File: config.mk
export PLATFORM = sky130hd
export DESIGN_NAME = alarm_table_scheduler
export DESIGN_NICKNAME = d
export VERILOG_FILES = /design/src/design/ats_pkg.sv /design/src/design/ats_ram.sv /design/src/design/alarm_table_scheduler.sv
export SDC_FILE = /design/constraint.sdc
export NUM_CORES = 1
export LEC_CHECK = 0
export ABC_CLOCK_PERIOD_IN_PS = 10800
export BUFFER_PORTS_ARGS = -buffer_cell sky130_fd_sc_hd__buf_2
export CAP_MARGIN = 10
export CORE_MARGIN = 3
export CORE_UTILIZATION = 30
export DETAILED_ROUTE_END_ITERATION = 10
export PLACE_DENSITY = 0.56
export SYNTH_ARGS = -nofsm -noshare
export SYNTH_HDL_FRONTEND = slang
export SYNTH_SLANG_ARGS = --single-unit
File: constraint.sdc
create_clock -name clock -period 10.8 [get_ports clock]
set_input_delay 1.62 -clock clock [delete_from_list [all_inputs] [get_ports clock]]
set_output_delay 1.62 -clock clock [all_outputs]
set_load 0.05 [all_outputs]
File: src/design/ats_pkg.sv
`default_nettype none

package ats_pkg;

   // Operation codes of a request word.
   localparam logic [1:0] OP_TICK     = 2'd0;
   localparam logic [1:0] OP_ACTIVATE = 2'd1;
   localparam logic [1:0] OP_CANCEL   = 2'd2;
   localparam logic [1:0] OP_IGNORED  = 2'd3;

   typedef struct packed {
      logic [1:0]  operation;
      logic [7:0]  event_id;
      logic [30:0] delay;
      logic        periodic;
      logic [31:0] aux_data;
   } req_word_type;

   typedef struct packed {
      logic [7:0]  fired_event;
      logic [31:0] fired_data;
      logic        overflow;
      logic        last;
   } rsp_word_type;

   // One slot of the alarm table as it sits in memory.
   typedef struct packed {
      logic [7:0]  event_id;
      logic [31:0] data;
      logic        periodic;
      logic [30:0] period;
      logic [31:0] due;
   } slot_entry_type;

   // What the table scan does with each slot.
   typedef enum logic [1:0] {
      JOB_TICK,
      JOB_ARM,
      JOB_CLEAR
   } job_type;

   typedef enum logic [2:0] {
      ST_IDLE   = 3'b001,
      ST_SCAN   = 3'b010,
      ST_FINISH = 3'b100
   } state_type;

endpackage

`default_nettype wire

File: src/design/ats_ram.sv
`default_nettype none

module ats_ram #(
   parameter int WIDTH = 8,
   parameter int DEPTH = 8,
   localparam int ADDR_W = (DEPTH > 1) ? $clog2(DEPTH) : 1
) (
   input  wire logic              clock,
   input  wire logic              wr_en,
   input  wire logic [ADDR_W-1:0] wr_addr,
   input  wire logic [WIDTH-1:0]  wr_data,
   input  wire logic              rd_en,
   input  wire logic [ADDR_W-1:0] rd_addr,
   output logic      [WIDTH-1:0]  rd_data
);

   logic [WIDTH-1:0] mem_ff [DEPTH];
   logic [WIDTH-1:0] rd_data_ff;

   always_ff @(posedge clock) begin
      if (wr_en) begin
         mem_ff[wr_addr] <= wr_data;
      end
      if (rd_en) begin
         rd_data_ff <= mem_ff[rd_addr];
      end
   end

   assign rd_data = rd_data_ff;

endmodule

`default_nettype wire

File: src/design/alarm_table_scheduler.sv
// Alarm table scheduler: a table of NUM_SLOTS alarms against a 32-bit tick count.
// Each accepted word is handled by one scan of the slot memory, one slot read per cycle while
// it does not stall, and the block takes no new word until the scan and its finish are done;
// the scan stalls while a fired alarm waits for the result register. An ignored word starts no scan.
// Results of a tick lag one fired slot behind; the last one leaves in the finishing state.
// Synchronous active-high reset clears every alarm, the tick count and all pending results.
`default_nettype none

module alarm_table_scheduler #(
   parameter int NUM_SLOTS = 8
) (
   input  wire logic                 clock,
   input  wire logic                 reset,
   input  wire logic                 req_valid,
   output logic                      req_ready,
   input  wire ats_pkg::req_word_type req_word,
   output logic                      rsp_valid,
   input  wire logic                 rsp_ready,
   output ats_pkg::rsp_word_type     rsp_word
);

   localparam int IDX_W   = (NUM_SLOTS > 1) ? $clog2(NUM_SLOTS) : 1;
   localparam int CNT_W   = $clog2(NUM_SLOTS + 1);
   localparam int ENTRY_W = $bits(ats_pkg::slot_entry_type);

   // Control state.
   ats_pkg::state_type state_ff, state_in;
   logic [31:0]        tick_count_ff, tick_count_in;
   logic [NUM_SLOTS-1:0] active_ff, active_in;
   logic [CNT_W-1:0]   issue_cnt_ff, issue_cnt_in;
   logic               s1_valid_ff, s1_valid_in;
   logic               found_valid_ff, found_valid_in;
   logic               free_valid_ff, free_valid_in;
   logic               pend_valid_ff, pend_valid_in;
   logic               rsp_valid_ff, rsp_valid_in;

   // Payload state.
   ats_pkg::job_type      job_ff, job_in;
   ats_pkg::req_word_type cmd_ff, cmd_in;
   logic [IDX_W-1:0]      s1_idx_ff, s1_idx_in;
   logic [IDX_W-1:0]      found_idx_ff, found_idx_in;
   logic [IDX_W-1:0]      free_idx_ff, free_idx_in;
   ats_pkg::rsp_word_type pend_ff, pend_in;
   ats_pkg::rsp_word_type rsp_ff, rsp_in;

   // Slot memory ports.
   logic                    ram_wr_en;
   logic [IDX_W-1:0]        ram_wr_addr;
   logic [ENTRY_W-1:0]      ram_wr_data;
   logic                    ram_rd_en;
   logic [IDX_W-1:0]        ram_rd_addr;
   logic [ENTRY_W-1:0]      ram_rd_data;
   ats_pkg::slot_entry_type entry_rd;
   ats_pkg::slot_entry_type entry_wr;

   logic                  accept;
   logic                  out_free;
   logic                  s1_active;
   logic                  s1_hit;
   logic                  s1_fire;
   logic                  stall;
   logic [IDX_W-1:0]      target_idx;
   ats_pkg::rsp_word_type fire_word;
   ats_pkg::rsp_word_type ovf_word;

   // All slot fields but the active flag live in one memory. The active flags stay in
   // flip-flops so that reset empties the table at once; a slot that was never armed is
   // never active, so its undefined memory contents are never used.
   ats_ram #(
      .WIDTH (ENTRY_W),
      .DEPTH (NUM_SLOTS)
   ) u_slot_ram (
      .clock   (clock),
      .wr_en   (ram_wr_en),
      .wr_addr (ram_wr_addr),
      .wr_data (ram_wr_data),
      .rd_en   (ram_rd_en),
      .rd_addr (ram_rd_addr),
      .rd_data (ram_rd_data)
   );

   assign entry_rd  = ats_pkg::slot_entry_type'(ram_rd_data);
   assign req_ready = (state_ff == ats_pkg::ST_IDLE);
   assign accept    = req_valid && req_ready;
   assign out_free  = !rsp_valid_ff || rsp_ready;
   assign rsp_valid = rsp_valid_ff;
   assign rsp_word  = rsp_ff;

   // Stage one sees the slot that was read in the previous cycle. During the scan, writes only
   // go to that slot, while the read port has moved on to the next one, so the scan never reads
   // a slot in the cycle it is written.
   assign s1_active  = active_ff[s1_idx_ff];
   assign s1_hit     = (entry_rd.event_id == cmd_ff.event_id);
   assign s1_fire    = s1_valid_ff && (job_ff == ats_pkg::JOB_TICK) && s1_active &&
                       (entry_rd.due == tick_count_ff);
   // A fired alarm is parked in the pending register; the one parked before it must move
   // to the result register, and if that is still full the scan waits. The read port is
   // held too, so the memory output keeps the slot under test.
   assign stall      = s1_fire && pend_valid_ff && !out_free;
   assign target_idx = found_valid_ff ? found_idx_ff : free_idx_ff;

   always_comb begin
      fire_word             = '0;
      fire_word.fired_event = entry_rd.event_id;
      fire_word.fired_data  = entry_rd.data;
      ovf_word              = '0;
      ovf_word.overflow     = 1'b1;
      ovf_word.last         = 1'b1;
   end

   always_comb begin
      state_in       = state_ff;
      tick_count_in  = tick_count_ff;
      active_in      = active_ff;
      issue_cnt_in   = issue_cnt_ff;
      s1_valid_in    = s1_valid_ff;
      found_valid_in = found_valid_ff;
      free_valid_in  = free_valid_ff;
      pend_valid_in  = pend_valid_ff;
      rsp_valid_in   = rsp_valid_ff && !rsp_ready;
      job_in         = job_ff;
      cmd_in         = cmd_ff;
      s1_idx_in      = s1_idx_ff;
      found_idx_in   = found_idx_ff;
      free_idx_in    = free_idx_ff;
      pend_in        = pend_ff;
      rsp_in         = rsp_ff;

      // By default a write goes back to the slot under test with its due time moved on by
      // one period, which is what a periodic alarm needs when it fires.
      entry_wr       = entry_rd;
      entry_wr.due   = entry_rd.due + {1'b0, entry_rd.period};
      ram_wr_en      = 1'b0;
      ram_wr_addr    = s1_idx_ff;
      ram_rd_en      = 1'b0;
      ram_rd_addr    = issue_cnt_ff[IDX_W-1:0];

      case (state_ff)
         ats_pkg::ST_IDLE: begin
            if (accept) begin
               cmd_in         = req_word;
               issue_cnt_in   = '0;
               s1_valid_in    = 1'b0;
               found_valid_in = 1'b0;
               free_valid_in  = 1'b0;
               pend_valid_in  = 1'b0;
               case (req_word.operation)
                  ats_pkg::OP_TICK: begin
                     job_in        = ats_pkg::JOB_TICK;
                     tick_count_in = tick_count_ff + 32'd1;
                     state_in      = ats_pkg::ST_SCAN;
                  end
                  ats_pkg::OP_ACTIVATE: begin
                     // A zero delay is a plain cancel of the event.
                     job_in   = (req_word.delay == '0) ? ats_pkg::JOB_CLEAR
                                                       : ats_pkg::JOB_ARM;
                     state_in = ats_pkg::ST_SCAN;
                  end
                  ats_pkg::OP_CANCEL: begin
                     job_in   = ats_pkg::JOB_CLEAR;
                     state_in = ats_pkg::ST_SCAN;
                  end
                  default: begin
                  end
               endcase
            end
         end

         ats_pkg::ST_SCAN: begin
            if (!stall) begin
               if (s1_valid_ff) begin
                  case (job_ff)
                     ats_pkg::JOB_TICK: begin
                        if (s1_fire) begin
                           if (pend_valid_ff) begin
                              rsp_valid_in = 1'b1;
                              rsp_in       = pend_ff;
                           end
                           pend_valid_in = 1'b1;
                           pend_in       = fire_word;
                           if (entry_rd.periodic) begin
                              ram_wr_en = 1'b1;
                           end else begin
                              active_in[s1_idx_ff] = 1'b0;
                           end
                        end
                     end
                     ats_pkg::JOB_ARM: begin
                        // Remember the first active slot of this event and the first
                        // free slot; the event's own slot wins at the end.
                        if (s1_active) begin
                           if (s1_hit && !found_valid_ff) begin
                              found_valid_in = 1'b1;
                              found_idx_in   = s1_idx_ff;
                           end
                        end else if (!free_valid_ff) begin
                           free_valid_in = 1'b1;
                           free_idx_in   = s1_idx_ff;
                        end
                     end
                     ats_pkg::JOB_CLEAR: begin
                        if (s1_active && s1_hit) begin
                           active_in[s1_idx_ff] = 1'b0;
                        end
                     end
                     default: begin
                     end
                  endcase
               end

               if (issue_cnt_ff < CNT_W'(NUM_SLOTS)) begin
                  ram_rd_en    = 1'b1;
                  s1_valid_in  = 1'b1;
                  s1_idx_in    = issue_cnt_ff[IDX_W-1:0];
                  issue_cnt_in = issue_cnt_ff + 1'b1;
               end else begin
                  s1_valid_in = 1'b0;
                  state_in    = ats_pkg::ST_FINISH;
               end
            end
         end

         ats_pkg::ST_FINISH: begin
            case (job_ff)
               ats_pkg::JOB_TICK: begin
                  // The parked alarm is the final one of this tick.
                  if (!pend_valid_ff) begin
                     state_in = ats_pkg::ST_IDLE;
                  end else if (out_free) begin
                     rsp_valid_in  = 1'b1;
                     rsp_in        = pend_ff;
                     rsp_in.last   = 1'b1;
                     pend_valid_in = 1'b0;
                     state_in      = ats_pkg::ST_IDLE;
                  end
               end
               ats_pkg::JOB_ARM: begin
                  if (found_valid_ff || free_valid_ff) begin
                     entry_wr.event_id     = cmd_ff.event_id;
                     entry_wr.data         = cmd_ff.aux_data;
                     entry_wr.periodic     = cmd_ff.periodic;
                     entry_wr.period       = cmd_ff.delay;
                     entry_wr.due          = tick_count_ff + {1'b0, cmd_ff.delay};
                     ram_wr_en             = 1'b1;
                     ram_wr_addr           = target_idx;
                     active_in[target_idx] = 1'b1;
                     state_in              = ats_pkg::ST_IDLE;
                  end else if (out_free) begin
                     // Table full: one overflow word.
                     rsp_valid_in = 1'b1;
                     rsp_in       = ovf_word;
                     state_in     = ats_pkg::ST_IDLE;
                  end
               end
               default: begin
                  state_in = ats_pkg::ST_IDLE;
               end
            endcase
         end

         default: begin
            state_in = ats_pkg::ST_IDLE;
         end
      endcase

      ram_wr_data = entry_wr;
   end

   always_ff @(posedge clock) begin
      if (reset) begin
         state_ff       <= ats_pkg::ST_IDLE;
         tick_count_ff  <= '0;
         active_ff      <= '0;
         issue_cnt_ff   <= '0;
         s1_valid_ff    <= 1'b0;
         found_valid_ff <= 1'b0;
         free_valid_ff  <= 1'b0;
         pend_valid_ff  <= 1'b0;
         rsp_valid_ff   <= 1'b0;
      end else begin
         state_ff       <= state_in;
         tick_count_ff  <= tick_count_in;
         active_ff      <= active_in;
         issue_cnt_ff   <= issue_cnt_in;
         s1_valid_ff    <= s1_valid_in;
         found_valid_ff <= found_valid_in;
         free_valid_ff  <= free_valid_in;
         pend_valid_ff  <= pend_valid_in;
         rsp_valid_ff   <= rsp_valid_in;
      end
   end

   always_ff @(posedge clock) begin
      job_ff       <= job_in;
      cmd_ff       <= cmd_in;
      s1_idx_ff    <= s1_idx_in;
      found_idx_ff <= found_idx_in;
      free_idx_ff  <= free_idx_in;
      pend_ff      <= pend_in;
      rsp_ff       <= rsp_in;
   end

endmodule

`default_nettype wire

# Word level (Yosys, flattened, before mapping)
# Memories as Yosys holds them, arrays and structs flattened. A register that Yosys moved wholly into a read port is not among the register bits.
# Index checks and enable logic that the tools add are counted.
# op_classes
n_addsub,4
order_cmp,5
eq_ne,34
muxes,93
n_bitwise,6
reduce_logical,40
# op_table
operator,n
42-bit two-way mux,9
104-bit two-way mux,3
42-bit one-hot mux with 2 select lines,2
32-bit by 31-bit adder with 32-bit output,2
8-bit two-way mux,7
1-bit two-way mux,41
3-bit two-way mux,11
32-bit by 1-bit adder with 32-bit output (second input constant),1
32-bit == test,1
8-bit one-hot mux with 2 select lines,2
31-bit zero test,1
2-bit inequality test (second input constant),15
3-bit inequality test (second input constant),8
6-bit AND reduction,3
7-bit AND reduction,2
4-bit two-way mux,3
1-bit one-hot mux with 2 select lines,6
3-bit AND reduction,4
1-bit logical AND,11
11-bit AND reduction,1
3-bit one-hot mux with 3 select lines,1
9-bit AND reduction,1
8-bit AND,1
8-bit == test,1
30 further kinds,45
# word_totals
register_bits,217
ram_bits,832
inputBits,78
out_inout_bits,44
elab_cells,206
n_memories,1
# mem_list
memory,words,width,rd,rd_clocked_by_memory_dff,wr,line_no,source
u_slot_ram.mem_ff,8,104,1,1,1,ats_ram.sv:17,logic [WIDTH-1:0] mem_ff [DEPTH];

# Logic depth before layout (Yosys ltp)
# Gate-level depths: netlist of the first run.
# logic_depth
word_depth,12
ltp_mapped,11
ltp_nobuf,11

# By module
# A second synthesis of the first run with hierarchy kept.
# unflattened
cells_unflattened,2659
area_unflattened_um2,47531.8
# modules_own_cells
module,n_inst,cells_per_inst,area_per_inst_um2,seq_area_each_um2
ats_ram,1,1319,34800.9,28107.0
alarm_table_scheduler,1,1340,12731.0,5995.8

# Worst setup path after synthesis of the first run
# Ideal clock, no wire load.
# synth_path
path_type,input to register
from,in rsp_ready
to,"reg rsp_ff, in the netlist rsp_word[0], enable pin"
setup_ps,667
arrival_ps,9612
t_required_ps,10133
slack_ps,520
path_stages,5
path_buffers,0
path_cell_list,nor2b_1 nand2_1 and2_1 inv_1 a2111oi_0
# synth_via
elab_chain_len,5
elab_cells_between_ends,7
classes_between,3 x eq/ne; 4 x reduce/logical
# synth_rtl
item,line_no,source
from (decl),alarm_table_scheduler.sv:18,"input wire logic rsp_ready,"
1-bit logical OR (*),alarm_table_scheduler.sv:85,assign out_free = !rsp_valid_ff || rsp_ready;
1-bit zero test,alarm_table_scheduler.sv:99,assign stall = s1_fire && pend_valid_ff && !out_free;
1-bit logical AND,alarm_table_scheduler.sv:99,
2-bit inequality test (no line),-,
11-bit AND reduction (no line) (*),-,
to (signal assigned),alarm_table_scheduler.sv:300,rsp_ff <= rsp_in;
to (decl),alarm_table_scheduler.sv:44,"ats_pkg::rsp_word_type rsp_ff, rsp_in;"
# Mark *: on every way between the ends. The rest lies on a longest branch, timed or not.
# A chain may end at the register's enable or synchronous reset.

# Worst setup path after layout of the first run
# layout_path
from,"reg u_slot_ram.rd_data_ff[11], in the netlist u_slot_ram.rd_data[11], read port of u_slot_ram.mem_ff"
to,"mem u_slot_ram.mem_ff[0][51] (netlist bit), enable pin"
# layout_via
elab_chain_len,9
elab_cells_between_ends,11
classes_between,1 x eq/ne; 7 x mux; 3 x reduce/logical
# layout_rtl
item,line_no,source
from (decl),ats_ram.sv:18,logic [WIDTH-1:0] rd_data_ff;
32-bit == test (*),alarm_table_scheduler.sv:95,(entry_rd.due == tick_count_ff);
1-bit logical AND (*),alarm_table_scheduler.sv:94,assign s1_fire = s1_valid_ff && (job_ff == ats_pkg::JOB_TICK) && s1_active &&
1-bit two-way mux,alarm_table_scheduler.sv:174,if (s1_fire) begin
1-bit two-way mux,alarm_table_scheduler.sv:172,case (job_ff)
1-bit two-way mux,alarm_table_scheduler.sv:171,if (s1_valid_ff) begin
1-bit two-way mux (*),alarm_table_scheduler.sv:170,if (!stall) begin
1-bit one-hot mux with 2 select lines (*),alarm_table_scheduler.sv:138,case (state_ff)
1-bit two-way mux (*),ats_ram.sv:21,if (wr_en) begin
1-bit two-way mux (implied by the code) (*),ats_ram.sv:22,mem_ff[wr_addr] <= wr_data;
to (decl),ats_ram.sv:17,
# Marked as above.

==> flow_summary.json, run 1 <==
{
  "portBuffers": 121,
  "ys_async_sr_fraction": 0,
  "rows": 144,
  "r2r-start": "u_slot_ram.rd_data[11]",
  "overflow": 0,
  "ys_seq_elements": 1153,
  "drt-wirelength-per-cell_um": 22.6,
  "chipHeight_um": 401,
  "grt_pass1_wl_um": 167000,
  "fin_util": 0.351,
  "synth_cell_type_count": 71,
  "holdCritStartpoint": "u_slot_ram.rd_data[80]",
  "drive_above_1_share": 0.232,
  "worstPathRequired_ns": 11.16,
  "tightest_slew_ns": 1.18,
  "cts_resized": 0,
  "ant_nets": 0,
  "rr_worst_depth": 10,
  "grt_pass1_vias": 25000,
  "core_um2": 155000,
  "dp_hpwl_um": 68500,
  "worstPathArrival_ns": 5.89,
  "synth_top_cell_area_share": 0.706,
  "skew_ns": 0.0645,
  "drc": 0,
  "leakage_nw": 17.5,
  "layout_commonest_cell": "edfxtp_1",
  "cts_inserted_buffers": 117,
  "finalPower_mw": 9.51,
  "cts_tree": "yes",
  "r2r_slack_ns": 5.27,
  "finalCriticalPeriod_ns": 5.53,
  "mostFrequentLayoutCells": "edfxtp_1, nand2_1, mux4_2, buf_2, clkbuf_16",
  "clock_latency_ns": 0.77,
  "hold_path.class": "reg -> reg",
  "syn_area_um2": 46800,
  "yosysTopAreaCell": "edfxtp_1",
  "syn_nets": 2802,
  "cts_root_buf": "clkbuf_16",
  "grt_start_max_net_pins": 136,
  "yosys_warnings": 0,
  "maxCapViolCount": 0,
  "track_usage": 0.138,
  "fin_nets": 2982,
  "setup_ws_ns": 5.27,
  "htreeDepth": 3,
  "regToRegEndpoint": "u_slot_ram.mem_ff[0][51]",
  "crit_type": "reg -> reg",
  "syn_inst": 2654,
  "post_cts_buffers": 0,
  "critPathMaxFanout": 52,
  "postLayoutCellArea_um2": 54300,
  "setup_violations": 0,
  "synth_area_leaders": "edfxtp_1, mux4_2, mux2_2, nand2_1, dfxtp_1",
  "drv_slew": 0,
  "drt_iter0_drc": 1762,
  "final-hold-violation-count": 0,
  "postSynthAreaPerCell_um2": 17.7,
  "wl_um": 112000,
  "clock_path_buffers": 3,
  "holdPathStages": 0,
  "synth_seq_area_share": 0.728,
  "clkTransAtPathRegs_ns": 0.06,
  "p_per_area_nw_per_um2": 175,
  "vias": 24200,
  "cp-end-kind": "register",
  "outcome": "completed",
  "vdd_drop_max_mv": 0.155,
  "cts_sinks": 1153,
  "rsz0062_at_grt": "no",
  "gp_congestion": 0.826,
  "synth_ff_type": "edfxtp_1",
  "start_util": 0.303,
  "hold_end": "pend_ff[18]",
  "area_delta_synth_final_pct": 15.9,
  "ctsHoldBuffers": 0,
  "die_area_um2": 161000,
  "critPathLaunchType": "register",
  "io_pins": 122,
  "fin_tns_setup_ns": 0,
  "relSlewSlack": 0.206,
  "post-place-ws_ns": 5.06,
  "placed_area_um2": 50100,
  "die_w_um": 401,
  "period_share": 0.512,
  "antenna_found_initial": 2,
  "avgViaCountPerCell": 4.86,
  "n_fill_cell": 14600,
  "firstDrtPassIters": 7,
  "synth_edf_count": 1101,
  "clock.fmax_mhz": 181
}
==> state kept, by name, summed over array words and instances, names as in the netlist, 4 cells and up <==
signal              cells
u_slot_ram.mem_ff     832
u_slot_ram.rd_data    104
cmd_ff                 72
rsp_word               42
pend_ff                40
tick_count_ff          32
active_ff               8
issue_cnt_ff            4
==> how the worst max path moves through the flow <==
stage | from | to | slack, ns | cells after the start
after floorplan | rsp_ready | rsp_word[0] | 0.52 | 5
after global placement | u_slot_ram.rd_data[4] | u_slot_ram.mem_ff[0][50] | 5.15 | 10
after detailed placement | u_slot_ram.rd_data[2] | u_slot_ram.mem_ff[0][51] | 5.06 | 10
after CTS | u_slot_ram.rd_data[2] | u_slot_ram.mem_ff[0][8] | 5.06 | 10
after global routing | tick_count_ff[2] | u_slot_ram.mem_ff[0][8] | 4.87 | 10
final | u_slot_ram.rd_data[11] | u_slot_ram.mem_ff[0][51] | 5.27 | 10
==> metal layers <==
metal | wire (µm) | global-route usage | vias to the layer above
li1 | - | - | 10800
met4 | 2300 | 0.0346 | 0
met5 | 0 | 0 | -
met3 | 5270 | 0.0249 | 160
met2 | 54800 | 0.228 | 588
met1 | 50100 | 0.188 | 12600
==> synthesized netlist by cell type (5+ instances only) <==
master and n:
nor4_1 16, mux2_2 106, buf_1 24, mux2i_1 5, edfxtp_1 1101, xor2_1 55
a21o_1 22, nand3_1 25, nor3_1 25, dfxtp_1 52, nand2b_1 12, o21ai_0 59
a21oi_1 80, clkbuf_1 75, xnor2_1 62, a31oi_1 10, nor2_1 105, inv_1 35
ha_1 68, nor2b_1 10, or3_1 10, o21bai_1 12, nand2_1 296, a211o_1 5
nor3b_1 6, and3_1 16, a211oi_1 15, o211ai_1 7, mux4_2 210, nand4_1 20
and2_1 45
==> per-stage QoR <==
stage | hold WS [ns] | instances
floorplan | 0.406 | 2654
global placement | 0.431 | 4759
detailed placement | 0.443 | 4759
CTS | 0.460 | 4978
global route | 0.470 | 4979
finish | 0.460 | 4980
==> cell type report <==
cell class,instances,area [µm²],share of cell area
timing repair buffer,163,958,0.0177
antenna,2,5.00,0.0000922
tap,2044,2560,0.0471
clock inverter,80,1170,0.0215
multi-input combinational,1364,12300,0.227
inverter,35,134,0.00247
sequential,1153,34100,0.628
clock buffer,139,3040,0.0560
==> kinds of logic (layout without fill, tap and decap cells) <==
group,count (synthesis),count (layout),share of synthesized area
adders and majority gates,70,70,0.0190
buffers and inverters,137,417,0.0111
and+or+nand+nor,605,605,0.0594
DFF,1153,1153,0.728
other,0,2,0
AOI/OAI and AO/OA,251,251,0.0332
muxes,321,321,0.128
xor gates and xnor gates,117,117,0.0219
==> power breakdown <==
| group | leakage, nW | total [mW] | internal (mW) | switching [mW] |
|---|---|---|---|---|
| clock network | 2.02 | 4.36 | 2.60 | 1.77 |
| registers | 10.4 | 4.94 | 4.90 | 0.0374 |
| logic | 5.09 | 0.206 | 0.0719 | 0.134 |
| total | 17.5 | 9.51 | 7.57 | 1.94 |
==> worst max-delay path, stage by stage, from the launching register on <==
cell	delay [ns]
edfxtp_1	0.41
xnor2_1	0.23
nand4_1	0.20
nor4_1	0.56
nand4_1	0.43
nor2_1	0.25
and2_2	0.17
buf_4	0.56
a31oi_1	0.50
nor2_4	0.89
buf_4	0.85
No activity file was read; power rests on OpenSTA's default activity.
==> run 2, diff against run 1 <==
--- a/config.mk
+++ b/config.mk
@@ -5,7 +5,7 @@
 export SDC_FILE = /design/constraint.sdc
 export NUM_CORES = 1
 export LEC_CHECK = 0
-export ABC_CLOCK_PERIOD_IN_PS = 10800
+export ABC_CLOCK_PERIOD_IN_PS = 4500
 export BUFFER_PORTS_ARGS = -buffer_cell sky130_fd_sc_hd__buf_2
 export CAP_MARGIN = 10
 export CORE_MARGIN = 3
==> constraint.sdc (replaced) <==
create_clock -name clock -period 4.5 [get_ports clock]
set_input_delay 0.675 -clock clock [delete_from_list [all_inputs] [get_ports clock]]
set_output_delay 0.675 -clock clock [all_outputs]
set_load 0.05 [all_outputs]
==> flow_summary.json, run 2 (synthesized netlist as in run 1, its figures left out) <==
{
  "outcome": "completed",
  "period_share": 0.909,
  "leakage_nw": 17.7,
  "antenna_found_initial": 10,
  "drt_iter0_drc": 2013,
  "clock_path_buffers": 3,
  "firstDrtPassIters": 6,
  "wl_um": 115000,
  "clock_latency_ns": 0.76,
  "cts_resized": 0,
  "chipHeight_um": 401,
  "cp-end-kind": "register",
  "overflow": 0,
  "setup_ws_ns": 0.412,
  "relSlewSlack": 0.307,
  "cts_sinks": 1153,
  "dp_hpwl_um": 71200,
  "layout_commonest_cell": "edfxtp_1",
  "vdd_drop_max_mv": 0.353,
  "fin_util": 0.354,
  "post-place-ws_ns": 0.430,
  "drt-wirelength-per-cell_um": 22.9,
  "hold_path.class": "in -> reg",
  "area.sequential_um2": 34100,
  "maxCapViolCount": 0,
  "portBuffers": 121,
  "vias": 24500,
  "cts_inserted_buffers": 119,
  "setup_violations": 0,
  "worstPathArrival_ns": 4.46,
  "n_fill_cell": 14600,
  "rows": 144,
  "ctsHoldBuffers": 0,
  "r2r_slack_ns": 0.41,
  "area_delta_synth_final_pct": 16.9,
  "skew_ns": 0.0712,
  "avgViaCountPerCell": 4.87,
  "top_register": "u_slot_ram.mem_ff",
  "io_pins": 122,
  "dp.cells": 4804,
  "drc": 0,
  "track_usage": 0.141,
  "post_cts_buffers": 0,
  "fin_tns_setup_ns": 0,
  "ant_nets": 0,
  "critPathMaxFanout": 8,
  "die_area_um2": 161000,
  "worstPathRequired_ns": 4.87,
  "final_cell_count_no_fill": 5031,
  "cts_root_buf": "clkbuf_16",
  "htreeDepth": 3,
  "clkTransAtPathRegs_ns": 0.06,
  "clock.fmax_mhz": 245,
  "p_per_area_nw_per_um2": 403,
  "finalCriticalPeriod_ns": 4.09,
  "rsz0062_at_grt": "no",
  "fin_nets": 3029,
  "die_w_um": 401,
  "drv_slew": 0,
  "grt_start_max_net_pins": 88,
  "critPathLaunchType": "register",
  "start_util": 0.303,
  "cts_tree": "yes",
  "final-hold-violation-count": 0,
  "core_um2": 155000,
  "multiInputGateArea_um2": 12300,
  "largest_reg_flops": 832,
  "gp_congestion": 0.841,
  "drive_above_1_share": 0.242,
  "grt_pass1_vias": 25200,
  "mostFrequentLayoutCells": "edfxtp_1, nand2_1, mux4_2, buf_2, clkbuf_16",
  "crit_type": "reg -> reg",
  "grt_pass1_wl_um": 170000,
  "tightest_slew_ns": 1.03
}
[run 2: per-layer routing]
metal  global-route usage  share of wire  vias up
met3               0.0229          0.055      148
met2                0.228           0.48      656
li1                     -              -    10900
met5                    0        0.00020        -
met4               0.0406          0.022        4
met1                0.197           0.45    12800
[run 2: worst paths after layout]
check	start	to	cells past startpoint
setup / recovery	u_slot_ram.rd_data[0]	u_slot_ram.mem_ff[1][24]	12
hold / removal	req_word[16]	cmd_ff[16]	1
setup reg to reg	u_slot_ram.rd_data[0]	u_slot_ram.mem_ff[1][24]	12
hold reg to reg	u_slot_ram.rd_data[78]	pend_ff[16]	0
[run 2: per-stage QoR]
step	total power, mW	instance area, µm²	hold WS (ns)
2_1_floorplan	12.3	46900	0.406
3_3_place_gp	12.6	50900	0.432
3_5_place_dp	12.6	50900	0.432
4_1_cts	22.3	54800	0.0140
5_1_grt	22.8	54800	0.0452
6_report	22.1	54800	0.0851
[run 2: area by class of cell]
class	instances	share of cell area
Sequential cell	1153	0.623
Antenna cell	4	0.000183
Tap cell	2044	0.0467
Multi-Input combinational cell	1364	0.225
Clock buffer	145	0.0565
Inverter	35	0.00244
Timing Repair Buffer	208	0.0317
Clock inverter	78	0.0142
[run 2: worst max-delay path: stages, from the launching register on]
cell and delay, ns:
edfxtp_1 0.42, ha_1 0.27, fa_1 0.41, a21oi_1 0.26
o221ai_1 0.18, a21oi_1 0.18, buf_4 0.17, o21ai_0 0.19
a31o_2 0.36, a221o_1 0.35, a21oi_1 0.17, xor2_1 0.09
o21ai_0 0.70
[run 2: power breakdown]
part           switching [mW]  internal, mW
sequential             0.0673          11.8
clock                    4.22          5.50
combinational           0.345         0.182
==> run 3, diff against run 2 <==
--- a/config.mk
+++ b/config.mk
@@ -8,10 +8,13 @@
 export ABC_CLOCK_PERIOD_IN_PS = 4500
 export BUFFER_PORTS_ARGS = -buffer_cell sky130_fd_sc_hd__buf_2
 export CAP_MARGIN = 10
+export CELL_PAD_IN_SITES_DETAIL_PLACEMENT = 0
+export CELL_PAD_IN_SITES_GLOBAL_PLACEMENT = 1
 export CORE_MARGIN = 3
 export CORE_UTILIZATION = 30
 export DETAILED_ROUTE_END_ITERATION = 10
-export PLACE_DENSITY = 0.56
+export HOLD_SLACK_MARGIN = 0.15
+export PLACE_DENSITY = 0.61
 export SYNTH_ARGS = -nofsm -noshare
 export SYNTH_HDL_FRONTEND = slang
 export SYNTH_SLANG_ARGS = --single-unit
==> flow_summary.json, run 3 (synthesized netlist as in run 1, its figures left out) <==
{
  "clock.fmax_mhz": 236,
  "finalPower_mw": 22.0,
  "path_cells": "ha_1 > fa_1 > a211oi_1 > nor4_1 > nor3_1 > a211o_1 > o211ai_1 > o41ai_1 > o311a_1 > xor2_1 > a21oi_1",
  "final-hold-violation-count": 0,
  "leakage_nw": 17.9,
  "io_pins": 122,
  "fin_util": 0.358,
  "rsz0062_at_grt": "no",
  "n_fill_cell": 14600,
  "outcome": "completed",
  "maxCapViolCount": 0,
  "tightest_slew_ns": 1.05,
  "drive_above_1_share": 0.236,
  "wl_um": 114000,
  "cts_inserted_buffers": 118,
  "period_share": 0.943,
  "slowest_delay_ns": 0.59,
  "placed_area_um2": 50900,
  "critPathLaunchType": "register",
  "vdd_drop_max_mv": 0.342,
  "crit_type": "reg -> reg",
  "drt_iter0_drc": 2221,
  "drc": 0,
  "core_um2": 155000,
  "clock_path_buffers": 3,
  "mostFrequentLayoutCells": "edfxtp_1, nand2_1, mux4_2, clkbuf_16, buf_2",
  "htreeDepth": 3,
  "cts_resized": 0,
  "hold_path.class": "in -> reg",
  "start_util": 0.303,
  "ant_nets": 0,
  "skew_ns": 0.0305,
  "postLayoutCellArea_um2": 55300,
  "portBuffers": 121,
  "rows": 144,
  "gp_congestion": 0.815,
  "chipHeight_um": 401,
  "worstPathArrival_ns": 4.67,
  "drv_slew": 0,
  "worstPathRequired_ns": 4.92,
  "drt-wirelength-per-cell_um": 22.5,
  "cts_root_buf": "clkbuf_16",
  "die_area_um2": 161000,
  "grt_pass1_wl_um": 169000,
  "cts_tree": "yes",
  "grt_start_max_net_pins": 64,
  "vias": 24500,
  "fin_tns_setup_ns": 0,
  "grt_pass1_vias": 25300,
  "antenna_found_initial": 3,
  "top_register": "u_slot_ram.mem_ff",
  "clock_latency_ns": 0.73,
  "layout_commonest_cell": "edfxtp_1",
  "relSlewSlack": 0.293,
  "setup_violations": 0,
  "dp_hpwl_um": 70100,
  "fin_nets": 3084,
  "cp-end-kind": "register",
  "holdWs_ns": 0.239,
  "firstDrtPassIters": 7,
  "critPathMaxFanout": 8,
  "largest_reg_flops": 832,
  "area_delta_synth_final_pct": 18.0,
  "overflow": 0,
  "p_per_area_nw_per_um2": 397,
  "die_w_um": 401,
  "avgViaCountPerCell": 4.83,
  "slowest_stage": "nor3_1",
  "cts_sinks": 1153,
  "finalCriticalPeriod_ns": 4.24,
  "clkTransAtPathRegs_ns": 0.06,
  "track_usage": 0.140,
  "antennaDiodeCount": 0
}
run 3: cell types whose count changed in the layout (fill, tap and decap cells not counted), sizes merged:
| cell | previous run | this run |
|---|---|---|
| buf | 208 | 202 |
| diode | 4 | 0 |
| clkbuf | 145 | 155 |
| dlygate4sd3 | 0 | 62 |
| clkinv | 62 | 45 |
| clkinvlp | 2 | 7 |
| bufinv | 10 | 8 |
run 3: path summary, 6_finish.rpt:
kind	start	endpoint	slack [ns]	cells past startpoint
hold / removal	req_word[35]	cmd_ff[35]	0.24	1
setup reg to reg	cmd_ff[33]	u_slot_ram.mem_ff[1][30]	0.26	11
setup / recovery	cmd_ff[33]	u_slot_ram.mem_ff[1][30]	0.26	11
hold reg to reg	u_slot_ram.rd_data[67]	pend_ff[5]	0.45	0
run 3: critical path, delay by kind of cell (launching register included):
kind                     cells  cell delay [ns]
AO/OA/AOI/OAI                6             2.09
XOR/XNOR                     1             0.07
adder cells (fa/ha/maj)      2             0.68
flip-flops                   1             0.40
AND/OR/NAND/NOR              2             0.70
run 3: repair_timing:
action                    in CTS  in global routing
setup buffers                  0                  0
hold buffers                  62                  0
hold endpoints to repair      62                  0
run 3: per-stage QoR:
stage               setup WS, ns  cells
floorplan                 -0.231   2654
global placement           0.404   4798
detailed placement         0.309   4798
CTS                        0.263   5079
global route              0.0420   5079
finish                     0.255   5079
run 3: metal layers:
metal,vias up,GRT usage,wire (µm)
met5,-,0,27
met4,4,0.0355,2550
met3,152,0.0270,6090
met2,649,0.216,52000
met1,12700,0.204,53600
li1,11000,-,-
run 3: power by group:
group          total (mW)  leakage [nW]  internal, mW  switching, mW
Sequential           11.8          10.4          11.8         0.0656
Clock                9.58          1.84          5.52           4.06
Combinational       0.561          5.65         0.215          0.346
run 3: final cells by class:
cell class	count	area (µm²)	share of cell area
Inverter	35	134	0.00242
Clock inverter	64	547	0.00989
Timing Repair Buffer	264	2330	0.0422
Multi-Input combinational cell	1364	12300	0.223
Clock buffer	155	3250	0.0588
Sequential cell	1153	34100	0.617
Tap cell	2044	2560	0.0463
